[src/design/dss_pkg.sv]
// Shared types, constants and helpers for the dispense station sequencer.
// Used by dss_station, dispense_station_sequencer_unit, dss_checker and testbench; no dependencies.
package dss_pkg;

    // Field and bus widths
    localparam int FIELD_W    = 3;
    localparam int CNT_W      = 8;
    localparam int CFG_IDX_W  = 3;
    localparam int IN_DATA_W  = 8;   // 6 used bits, padded to a byte
    localparam int OUT_DATA_W = 16;  // 12 used bits, padded to two bytes
    localparam int STATIONS_DEFAULT = 3;

    // Register indexes of the configuration port
    localparam logic [CFG_IDX_W-1:0] REG_WAIT_WATER = 3'd0;
    localparam logic [CFG_IDX_W-1:0] REG_NO_FLOW    = 3'd1;
    localparam logic [CFG_IDX_W-1:0] REG_CUP_IN     = 3'd2;
    localparam logic [CFG_IDX_W-1:0] REG_CUP_OUT    = 3'd3;
    localparam logic [CFG_IDX_W-1:0] REG_AFTER_DRAW = 3'd4;

    // Reset values of the configuration registers
    localparam logic [CNT_W-1:0] RST_WAIT_WATER = 8'd22;
    localparam logic [CNT_W-1:0] RST_NO_FLOW    = 8'd28;
    localparam logic [CNT_W-1:0] RST_CUP_IN     = 8'd3;
    localparam logic [CNT_W-1:0] RST_CUP_OUT    = 8'd5;
    localparam logic [CNT_W-1:0] RST_AFTER_DRAW = 8'd6;

    localparam logic [CNT_W-1:0] CNT_MAX = '1;

    // Station phase
    typedef enum logic [1:0] {
        PH_WAITING = 2'd0,
        PH_RUNNING = 2'd1,
        PH_ENDING  = 2'd2,
        PH_AFTER   = 2'd3
    } phase_t;

    // Configuration seen by every station
    typedef struct packed {
        logic [CNT_W-1:0] wait_water_ticks;
        logic [CNT_W-1:0] no_flow_ticks;
        logic [CNT_W-1:0] cup_in_ticks;
        logic [CNT_W-1:0] cup_out_ticks;
        logic [CNT_W-1:0] after_draw_ticks;
    } cfg_t;

    // Per-station result bits of one tick
    typedef struct packed {
        logic pump;
        logic drain;
        logic red;
        logic green;
    } st_out_t;

    // Saturating increment
    function automatic logic [CNT_W-1:0] sat_inc(input logic [CNT_W-1:0] v);
        sat_inc = (v == CNT_MAX) ? v : v + 1'b1;
    endfunction

endpackage

[src/design/dss_station.sv]
// One dispense station: phase register, counters and lamp/pump flags.
// Computes one scan tick combinationally and updates its state on en.
// Depends on dss_pkg.
module dss_station (
    input  logic          clk,
    input  logic          rst_n,
    input  logic          en,
    input  logic          cup,
    input  logic          water,
    input  dss_pkg::cfg_t cfg,
    output dss_pkg::st_out_t res
);
    import dss_pkg::*;

    phase_t           phase_reg, phase_next;
    logic [CNT_W-1:0] scan_reg, scan_next;
    logic [CNT_W-1:0] dry_reg, dry_next;
    logic [CNT_W-1:0] cin_reg, cin_next;
    logic [CNT_W-1:0] cout_reg, cout_next;
    logic             flow_reg, flow_next;
    logic             cp_reg, cp_next;
    logic             pump_reg, pump_next;
    logic             red_reg, red_next;
    logic             green_reg, green_next;
    logic             drain;

    // One tick: phases entered during the tick are evaluated in the same tick, except a return to waiting
    always_comb
    begin
        logic placed;
        logic removed;
        logic stop;
        phase_next = phase_reg;
        scan_next  = sat_inc(scan_reg);
        dry_next   = dry_reg;
        cin_next   = cin_reg;
        cout_next  = cout_reg;
        flow_next  = flow_reg;
        cp_next    = cp_reg;
        pump_next  = pump_reg;
        red_next   = red_reg;
        green_next = green_reg;
        drain      = 1'b0;
        placed     = 1'b0;
        removed    = 1'b0;
        stop       = 1'b0;

        // Waiting for a counted cup
        if (phase_next == PH_WAITING)
        begin
            green_next = 1'b1;
            if (cup)
            begin
                cin_next = sat_inc(cin_next);
                if (cin_next >= cfg.cup_in_ticks)
                begin
                    cin_next = '0;
                    placed   = 1'b1;
                end
            end
            if (placed)
            begin
                phase_next = PH_RUNNING;
                green_next = 1'b0;
                scan_next  = '0;
                cp_next    = 1'b0;
            end
        end

        // Pumping: no-flow checkpoint and cup removal
        if (phase_next == PH_RUNNING)
        begin
            red_next  = 1'b1;
            pump_next = 1'b1;
            if (scan_next >= cfg.wait_water_ticks && !cp_next)
            begin
                scan_next = '0;
                cp_next   = 1'b1;
            end
            if (!water)
            begin
                dry_next = sat_inc(dry_next);
                if (dry_next >= cfg.no_flow_ticks)
                begin
                    flow_next = 1'b0;
                    dry_next  = '0;
                end
            end
            else
            begin
                flow_next = 1'b1;
                dry_next  = '0;
            end
            if (!flow_next && cp_next)
            begin
                stop = 1'b1;
            end
            else if (!cup)
            begin
                // removal counter only advances when consulted
                cout_next = sat_inc(cout_next);
                if (cout_next >= cfg.cup_out_ticks)
                begin
                    cout_next = '0;
                    stop      = 1'b1;
                end
            end
            if (stop)
            begin
                cp_next    = 1'b1;
                phase_next = PH_ENDING;
                red_next   = 1'b0;
                pump_next  = 1'b0;
                drain      = 1'b1;
            end
            else
            begin
                cp_next = 1'b0;
            end
        end

        // Stopped: blink until the cup is taken away
        if (phase_next == PH_ENDING)
        begin
            cp_next    = 1'b0;
            green_next = ~green_next;
            red_next   = ~red_next;
            if (!cup)
            begin
                cout_next = sat_inc(cout_next);
                if (cout_next >= cfg.cup_out_ticks)
                begin
                    cout_next = '0;
                    removed   = 1'b1;
                end
            end
            if (removed)
            begin
                phase_next = PH_AFTER;
                red_next   = 1'b0;
                green_next = 1'b0;
                scan_next  = '0;
            end
        end

        // After-draw pump run
        if (phase_next == PH_AFTER)
        begin
            if (scan_next <= cfg.after_draw_ticks)
            begin
                red_next  = ~red_next;
                pump_next = 1'b1;
            end
            else
            begin
                red_next   = 1'b0;
                green_next = 1'b0;
                pump_next  = 1'b0;
                phase_next = PH_WAITING;
                scan_next  = '0;
            end
        end
    end

    // Result bits of this tick
    always_comb
    begin
        res.pump  = pump_next;
        res.drain = drain;
        res.red   = red_next;
        res.green = green_next;
    end

    // State update on an accepted item
    always_ff @(posedge clk or negedge rst_n)
    begin
        if (!rst_n)
        begin
            phase_reg <= PH_WAITING;
            scan_reg  <= '0;
            dry_reg   <= '0;
            cin_reg   <= '0;
            cout_reg  <= '0;
            flow_reg  <= 1'b1;
            cp_reg    <= 1'b0;
            pump_reg  <= 1'b0;
            red_reg   <= 1'b0;
            green_reg <= 1'b0;
        end
        else if (en)
        begin
            phase_reg <= phase_next;
            scan_reg  <= scan_next;
            dry_reg   <= dry_next;
            cin_reg   <= cin_next;
            cout_reg  <= cout_next;
            flow_reg  <= flow_next;
            cp_reg    <= cp_next;
            pump_reg  <= pump_next;
            red_reg   <= red_next;
            green_reg <= green_next;
        end
    end

endmodule

[src/design/dispense_station_sequencer_unit.sv]
// Dispense station sequencer top level: stream ports, config registers,
// station instances and the result register. Depends on dss_pkg, dss_station.
// Latency: the result of an item is valid the cycle after it is accepted.
// Throughput: one item per cycle; the single result register decouples the
// two sides, so an item is taken whenever the result slot is free or drains.
// Reset (rst_n, async, active low): all stations waiting, config at defaults.
module dispense_station_sequencer_unit #(
    parameter int STATIONS = dss_pkg::STATIONS_DEFAULT
) (
    input  logic                              clk,
    input  logic                              rst_n,
    // Scan ticks: [2:0] cup_levels, [5:3] water_levels, [7:6] zero
    input  logic                              s_tvalid,
    output logic                              s_tready,
    input  logic [dss_pkg::IN_DATA_W-1:0]     s_tdata,
    // Results: [2:0] pump_request, [5:3] drain_pulse, [8:6] red_lamp,
    // [11:9] green_lamp, [15:12] zero
    output logic                              m_tvalid,
    input  logic                              m_tready,
    output logic [dss_pkg::OUT_DATA_W-1:0]    m_tdata,
    // Configuration writes
    input  logic                              cfg_valid,
    output logic                              cfg_ready,
    input  logic [dss_pkg::CFG_IDX_W-1:0]     cfg_index,
    input  logic [dss_pkg::CNT_W-1:0]         cfg_data
);
    import dss_pkg::*;

    // Only stations that have sensor and result bits take part
    localparam int NUM_ST = (STATIONS < FIELD_W) ? STATIONS : FIELD_W;

    cfg_t                  cfg_reg;
    logic                  accept;
    logic                  m_tvalid_reg;
    logic [OUT_DATA_W-1:0] m_tdata_reg;
    logic [FIELD_W-1:0]    cup_levels;
    logic [FIELD_W-1:0]    water_levels;
    logic [FIELD_W-1:0]    pump_request;
    logic [FIELD_W-1:0]    drain_pulse;
    logic [FIELD_W-1:0]    red_lamp;
    logic [FIELD_W-1:0]    green_lamp;
    st_out_t               st_res [NUM_ST];

    assign cup_levels   = s_tdata[FIELD_W-1:0];
    assign water_levels = s_tdata[2*FIELD_W-1:FIELD_W];

    // Handshake
    assign s_tready  = !m_tvalid_reg || m_tready;
    assign accept    = s_tvalid && s_tready;
    assign cfg_ready = 1'b1;
    assign m_tvalid  = m_tvalid_reg;
    assign m_tdata   = m_tdata_reg;

    // Configuration registers
    always_ff @(posedge clk or negedge rst_n)
    begin
        if (!rst_n)
        begin
            cfg_reg.wait_water_ticks <= RST_WAIT_WATER;
            cfg_reg.no_flow_ticks    <= RST_NO_FLOW;
            cfg_reg.cup_in_ticks     <= RST_CUP_IN;
            cfg_reg.cup_out_ticks    <= RST_CUP_OUT;
            cfg_reg.after_draw_ticks <= RST_AFTER_DRAW;
        end
        else if (cfg_valid)
        begin
            unique case (cfg_index)
                REG_WAIT_WATER: cfg_reg.wait_water_ticks <= cfg_data;
                REG_NO_FLOW:    cfg_reg.no_flow_ticks    <= cfg_data;
                REG_CUP_IN:     cfg_reg.cup_in_ticks     <= cfg_data;
                REG_CUP_OUT:    cfg_reg.cup_out_ticks    <= cfg_data;
                REG_AFTER_DRAW: cfg_reg.after_draw_ticks <= cfg_data;
                default:        ;
            endcase
        end
    end

    // Station instances
    for (genvar i = 0; i < NUM_ST; i++)
    begin : g_st
        dss_station u_station (
            .clk   (clk),
            .rst_n (rst_n),
            .en    (accept),
            .cup   (cup_levels[i]),
            .water (water_levels[i]),
            .cfg   (cfg_reg),
            .res   (st_res[i])
        );
    end

    // Gather per-station bits; unused stations read as zero
    always_comb
    begin
        pump_request = '0;
        drain_pulse  = '0;
        red_lamp     = '0;
        green_lamp   = '0;
        for (int i = 0; i < NUM_ST; i++)
        begin
            pump_request[i] = st_res[i].pump;
            drain_pulse[i]  = st_res[i].drain;
            red_lamp[i]     = st_res[i].red;
            green_lamp[i]   = st_res[i].green;
        end
    end

    // Result register
    always_ff @(posedge clk or negedge rst_n)
    begin
        if (!rst_n)
        begin
            m_tvalid_reg <= 1'b0;
        end
        else if (accept)
        begin
            m_tvalid_reg <= 1'b1;
        end
        else if (m_tready)
        begin
            m_tvalid_reg <= 1'b0;
        end
    end

    always_ff @(posedge clk)
    begin
        if (accept)
        begin
            m_tdata_reg <= {{(OUT_DATA_W - 4*FIELD_W){1'b0}},
                            green_lamp, red_lamp, drain_pulse, pump_request};
        end
    end

endmodule

[config.mk]
export PLATFORM = sky130hd
export DESIGN_NAME = dispense_station_sequencer_unit
export DESIGN_NICKNAME = d
export VERILOG_FILES = /design/src/design/dss_pkg.sv /design/src/design/dss_station.sv /design/src/design/dispense_station_sequencer_unit.sv
export SDC_FILE = /design/constraint.sdc
export NUM_CORES = 1
export LEC_CHECK = 0
export ABC_AREA = 1
export BUFFER_PORTS_ARGS = -buffer_cell sky130_fd_sc_hd__buf_2
export CELL_PAD_IN_SITES_DETAIL_PLACEMENT = 1
export CELL_PAD_IN_SITES_GLOBAL_PLACEMENT = 1
export CORE_MARGIN = 5
export CORE_UTILIZATION = 43
export CTS_CLUSTER_SIZE = 16
export DETAILED_ROUTE_END_ITERATION = 7
export PLACE_DENSITY_LB_ADDON = 0.1
export RECOVER_POWER = 25
export SYNTH_ARGS = -nofsm -noshare
export SYNTH_HDL_FRONTEND = slang
export SYNTH_SLANG_ARGS = --single-unit
[constraint.sdc]
create_clock -name clk -period 7.1 [get_ports clk]
set_clock_uncertainty 0.05 [all_clocks]
set_input_delay 1.42 -clock clk [delete_from_list [all_inputs] [get_ports clk]]
set_output_delay 1.42 -clock clk [all_outputs]
set_load 0.01 [all_outputs]
Yosys cells after proc, flatten, opt, wreduce, memory -nomap -nowiden
Index checks and enable logic that the tools add are counted.

cells by class
  shift-type cells = 0
  divide/modulo/power cells = 0
  add/subtract/negate cells = 15
  equal/unequal tests = 28
  reductions and logical operators = 31
  multipliers = 0
  order comparisons = 18
  bitwise operators = 9
  mux-type cells = 200

operators with widths
  kind                 number
  $mux 8               69
  $add 8x1->8 const B  15
  $eq 8x8->1 const B   15
  $ge 8x8->1           15
  $mux 1               107
  $mux 2               24
  $le 8x8->1           3
  $reduce_and 2->1     8
  $eq 2x2->1 const B   6
  $not 1->1            9
  $reduce_and 3->1     3
  $logic_and 1x1->1    7
  $logic_not 1->1      7
  $eq 2x1->1 const B   3
  $eq 3x2->1 const B   2
  $logic_not 2->1      3
  $eq 3x1->1 const B   1
  $eq 3x3->1 const B   1
  $logic_not 3->1      1
  $reduce_bool 2->1    1
  $logic_or 1x1->1     1

word-level totals
  RAM bits = 0
  latch bits = 0
  flip-flop bits (word level) = 170
  output and inout bits = 19
  ROM bits = 0
  memories = 0
  input port bits = 24

Longest topological paths before layout
  depth in word-level cells = 26
  gate-level depth with buffers = 59

Modules after synthesis
A second synthesis with hierarchy kept.

unflattened totals
  cell total of the unflattened synthesis = 2,223
  area total of the unflattened synthesis = 15,924.0 µm²

by module, submodules not included
  module                            area each (µm²)  seq. area each (µm²)  cells an instance  times used
  dss_station at g_st[1].u_station  4,783.3          977.2                 696                1
  dss_station at g_st[0].u_station  4,560.6          977.2                 666                1
  dss_station at g_st[2].u_station  4,460.5          977.2                 654                1
  dispense_station_sequencer_unit   2,119.5          1,401.3               207                1

Worst setup path after synthesis
Ideal clock, no wire load.

  kind = register to register
  start = register g_st[2].u_station.cin_reg[0]
  end = register m_tdata_reg[8], in the netlist m_tdata[8], data pin
  arrival time = 6,521 ps
  stages on the path, launching flop included = 53
  slack = 278 ps
  cell sequence = dfrtp_1 > ha_1 > inv_1 > nor4_1 > nand3_1 > nand2_1 > nor2_1 > xor2_1 > inv_1 > ha_1 > a21oi_1 > nor2_1 > nor3_1 > nand2_1 > nand2_4 > inv_1 > nor2_1 > ha_1 > [... 17 more ...] > o2111ai_1 > nand2_1 > inv_1 > nand3_1 > o21ai_2 > nor2_1 > ha_1 > inv_1 > nor2_1 > nor2_1 > o21ai_0 > nand2_1 > a32oi_1 > inv_1 > o2111ai_1 > nand3_1 > nand2_1 > inv_1

on the way
  word-level cells in the longest chain between the ends = 26

RTL lines
  what                                              line                                    source
  from (decl)                                       dss_station.sv:18                       logic [CNT_W-1:0] cin_reg, cin_next;
  from (signal assigned)                            dss_station.sv:195                      cin_reg <= cin_next;
  $add 8x1->8 / $eq 8x8->1 (equally long branches)  dss_pkg.sv:56                           sat_inc = (v == CNT_MAX) ? v : v + 1'b1;
  $mux 8 (*)                                        dss_pkg.sv:56
  $ge 8x8->1 (*)                                    dss_station.sv:55                       if (cin_next >= cfg.cup_in_ticks)
  $mux 1 (*)                                        dss_station.sv:55
  $mux 1 (*)                                        dss_station.sv:52                       if (cup)
  $mux 1 (*)                                        dss_station.sv:49                       if (phase_next == PH_WAITING)
  $mux 8 / $mux 1 (equally long branches)           dss_station.sv:61                       if (placed)
  $mux 8 / $mux 1 (equally long branches)           dss_station.sv:49
  [... 11 more ...]                                 -
  $mux 1                                            dss_station.sv:128                      if (!cup)
  $mux 1                                            dss_station.sv:123                      if (phase_next == PH_ENDING)
  $mux 8 / $mux 1 (equally long branches)           dss_station.sv:137                      if (removed)
  $mux 8 / $mux 1 (equally long branches)           dss_station.sv:123
  $le 8x8->1 / $not 1->1 (equally long branches)    dss_station.sv:149, dss_station.sv:151
  $mux 1                                            dss_station.sv:149                      if (scan_next <= cfg.after_draw_ticks)
  $mux 1 (*)                                        dss_station.sv:147                      if (phase_next == PH_AFTER)
  via g_st[2].u_station.red_next                    dss_station.sv:23                       logic red_reg, red_next;
  to (signal assigned)                              dispense_station_sequencer_unit.sv:129  m_tdata_reg <= {{(OUT_DATA_W - 4*FIELD_W){1'b0}},
  to (decl)                                         dispense_station_sequencer_unit.sv:35   logic [OUT_DATA_W-1:0] m_tdata_reg;

The timed path passes the listed nets; every way through them passes the cells marked *. The select of a mux whose other input is x is not followed.
A chain may end at the register's enable or synchronous reset.

Worst setup path in the final report
Ends and elaborated chain as after synthesis.

==> flow_summary.toml <==
[status]
status = "complete, but fails checks"
violations = "capacitance limit, slew limit, setup timing"

[finish]
final_common_cell = "nand2_1"
layout_common_cells = "nand2_1 (387), buf_4 (304), inv_1 (293)"
utilization_pct = 62.5
drive_gt1_share_pct = 37.5
fin_cells = 2827
areaGrowthSynthToFinish_pct = 43.5
largest_register_ff_count = 40
fin_nets = 2552
fill_cells = 3977
num_antenna_cells = 0

[setup_path]
slowest_delay_ps = 380
worstPathArrival_ps = 8080
cp.buffers_inverters = 9
crit_fanout = 7
critical_path.top_delay_family = "simple AND/OR/NAND/NOR gates"
path_class = "flop to flop"
cp-end-kind = "flop"
cp-start-kind = "flop"
critPathSlowestCell = "dfrtp_1"
required_ps = 7280
path_common_cell = "nand2_2"

[sta]
fmax_mhz = 126
tightestPinTransition_ps = 5430
setup_slack_ps = -806
setup_viol = 50
slew_headroom_pct = -262
setup_tns_ps = -31050
period_needed_ps = 7910
rsz0062_at_grt = "yes"
drv_slew = 87
finalHoldViolations = 0
fin_crit_sh_pct = 111

[floorplan]
dieArea_um2 = 36800
start_util_pct = 43.6
die_h_um = 192
num_rows = 66
pin_count = 43
die_w_um = 192
core_area_um2 = 32600

[grt]
grt_first_pass_wirelength_um = 86200
antenna_found_initial = 0
grt_pass1_vias = 16500
grt_max_degree = 87
track_usage_pct = 29.7
grt_remaining_overflow = 0

[placement]
place_inst = 2639
dp_hpwl_um = 34700
finalWeightedCongestion = 0.845
io_buffer_count = 35

[clock_network]
clk_pin_slew_ps = 80
clock_path_buffers = 2
cts_root_buf = "clkbuf_16"
clk_latency_ps = 480
cts_tree = "done"
cts_buffers = 17
htree_num_levels = 4
cts.sinks = 170

[power_and_ir_drop]
sw_frac_of_total_pct = 51.6
p_seq_share_pct = 16.3
switchingPower_mw = 5.44
peakVddDrop_uv = 245
intPower_mw = 5.11
power.density_nw_per_um2 = 517
clock_power_share_pct = 10.0
pwr-share-comb_pct = 73.7
leakage_nw = 10.1
power.total_mw = 10.6

[synthesis]
synth.distinct_cells = 57
synth.yosys.seq_area_share_pct = 30.5
synthesis.area_um2 = 14200
yosys_warnings = 0
synth_area_leaders = "dfrtp_1 (25%), ha_1 (14%), nand2_1 (13%)"
avgSynthCellArea_um2 = 7.09
synthCells = 2006
ys.flop_type = "dfrtp_1"
synth_top_area_share_pct = 25.2
synth-edff-count = 12
synth-seq-cells = 170
async_reset_ff_share_pct = 92.9
synth_top_cell_by_area = "dfrtp_1"

[detailed_routing]
num_vias = 16500
drcViolationCount = 0
avgViaCountPerCell = 5.84
post_drt_wl_per_cell_um = 23.9
postRouteAntennaNets = 0
drtPass1Iterations = 6
wirelength_um = 67700
drt-initial-drc-count = 1130

[min_path]
hold_class = "flop to flop"

[flow_run]
drv_cap = 1
==> per-stage QoR <==
stage               instance area (um2)  setup WS, ps  hold slack [ps]
floorplan                         14200           278              398
global placement                  16200          -676              414
detailed placement                16200         -1110              421
CTS                               18700          -117              441
global route                      20400         -1020              462
finish                            20400          -806              447
==> power by group through the flow <==
| stage | logic (mW) | clock network [mW] | registers (mW) |
|---|---|---|---|
| finish | 7.78 | 1.06 | 1.72 |
| global route | 8.21 | 1.09 | 1.75 |
| CTS | 5.94 | 1.04 | 1.66 |
| detailed placement | 4.76 | 0 | 1.67 |
| global placement | 4.51 | 0 | 1.65 |
| floorplan | 3.02 | 0 | 1.60 |
==> cells in the mapped netlist, types with 3 or more instances <==
cell	n
a211oi_1	4
a21oi_1	109
a21oi_2	7
a31oi_1	7
a32oi_1	3
and2_1	3
buf_2	4
buf_4	7
clkbuf_1	20
dfrtp_1	143
dfstp_2	15
edfxtp_1	12
ha_1	156
inv_1	330
inv_2	15
mux2i_1	3
nand2_1	501
nand2_2	26
nand2_4	17
nand3_1	115
nand3_2	3
nand3b_1	5
nand4_1	30
nor2_1	144
nor2_2	13
nor2_4	5
nor3_1	33
nor3_2	4
nor4_1	6
o2111ai_1	5
o21a_1	6
o21ai_0	137
o21ai_1	18
o21ai_2	5
o21bai_1	3
o22ai_1	16
or2_2	4
xnor2_1	7
xor2_1	38
==> layer usage <==
layer  up-vias  share of wire (%)  track usage (%)
met1      8212                 36             33.9
met2       697                 51             54.1
li1       7249                  -                -
met5         -                  0                0
met4         0                7.8             14.3
met3       346                5.3             4.34
==> what timing repair did <==
item | CTS | global route
pin swaps | 123 | 118
setup buffers | 115 | 41
hold buffers | 0 | 0
endpoints found under the setup margin | 48 | 52
resized for setup | 252 | 295
cloned | 4 | 2
==> final timing paths <==
check	startpoint	endpoint	slack [ps]	cells after the start
max	g_st[2].u_station.cin_reg[0]	m_tdata[8]	-810	51
min	cfg_reg[27]	cfg_reg[27]	450	2
max reg2reg	g_st[2].u_station.cin_reg[0]	m_tdata[8]	-810	51
min reg2reg	cfg_reg[27]	cfg_reg[27]	450	2
max in group asynchronous	rst_n	g_st[0].u_station.cout_reg[5]	1040	1
min in group asynchronous	rst_n	g_st[2].u_station.cin_reg[0]	2850	1
==> layout make-up <==
type                    count  area, um2  share of cell area [%]
clock inverters            14        178                   0.871
inverters                 348       1330                    6.51
repair buffers            370       2830                    13.9
flip-flops and latches    170       4330                    21.2
clock buffers              18        439                    2.15
multi-input cells        1465      10700                    52.7
well taps                 442        553                    2.71
==> worst reg2reg max path, delay by kind of cell (launching register included) <==
family,cells,cell delay [ps]
and+or+nand+nor,29,3520
adders and majority gates,5,1240
AOI/OAI and AO/OA,7,1180
buffers and inverters,9,1040
DFF,1,380
xor gates and xnor gates,1,260
==> logic make-up (layout without fill, tap and decap cells) <==
| logic type | after synthesis | in the layout | synth area share (%) |
|---|---|---|---|
| AND/OR/NAND/NOR | 918 | 923 | 29.4 |
| other | 2 | 5 | 0.0528 |
| XOR/XNOR | 45 | 45 | 2.77 |
| buffers and inverters | 379 | 750 | 10.3 |
| adder cells (fa/ha/maj) | 156 | 156 | 13.7 |
| AO/OA/AOI/OAI | 333 | 333 | 13.0 |
| multiplexers | 3 | 3 | 0.211 |
| flip-flops | 170 | 170 | 30.5 |
Note: power is estimated with default switching activity, not from simulation.
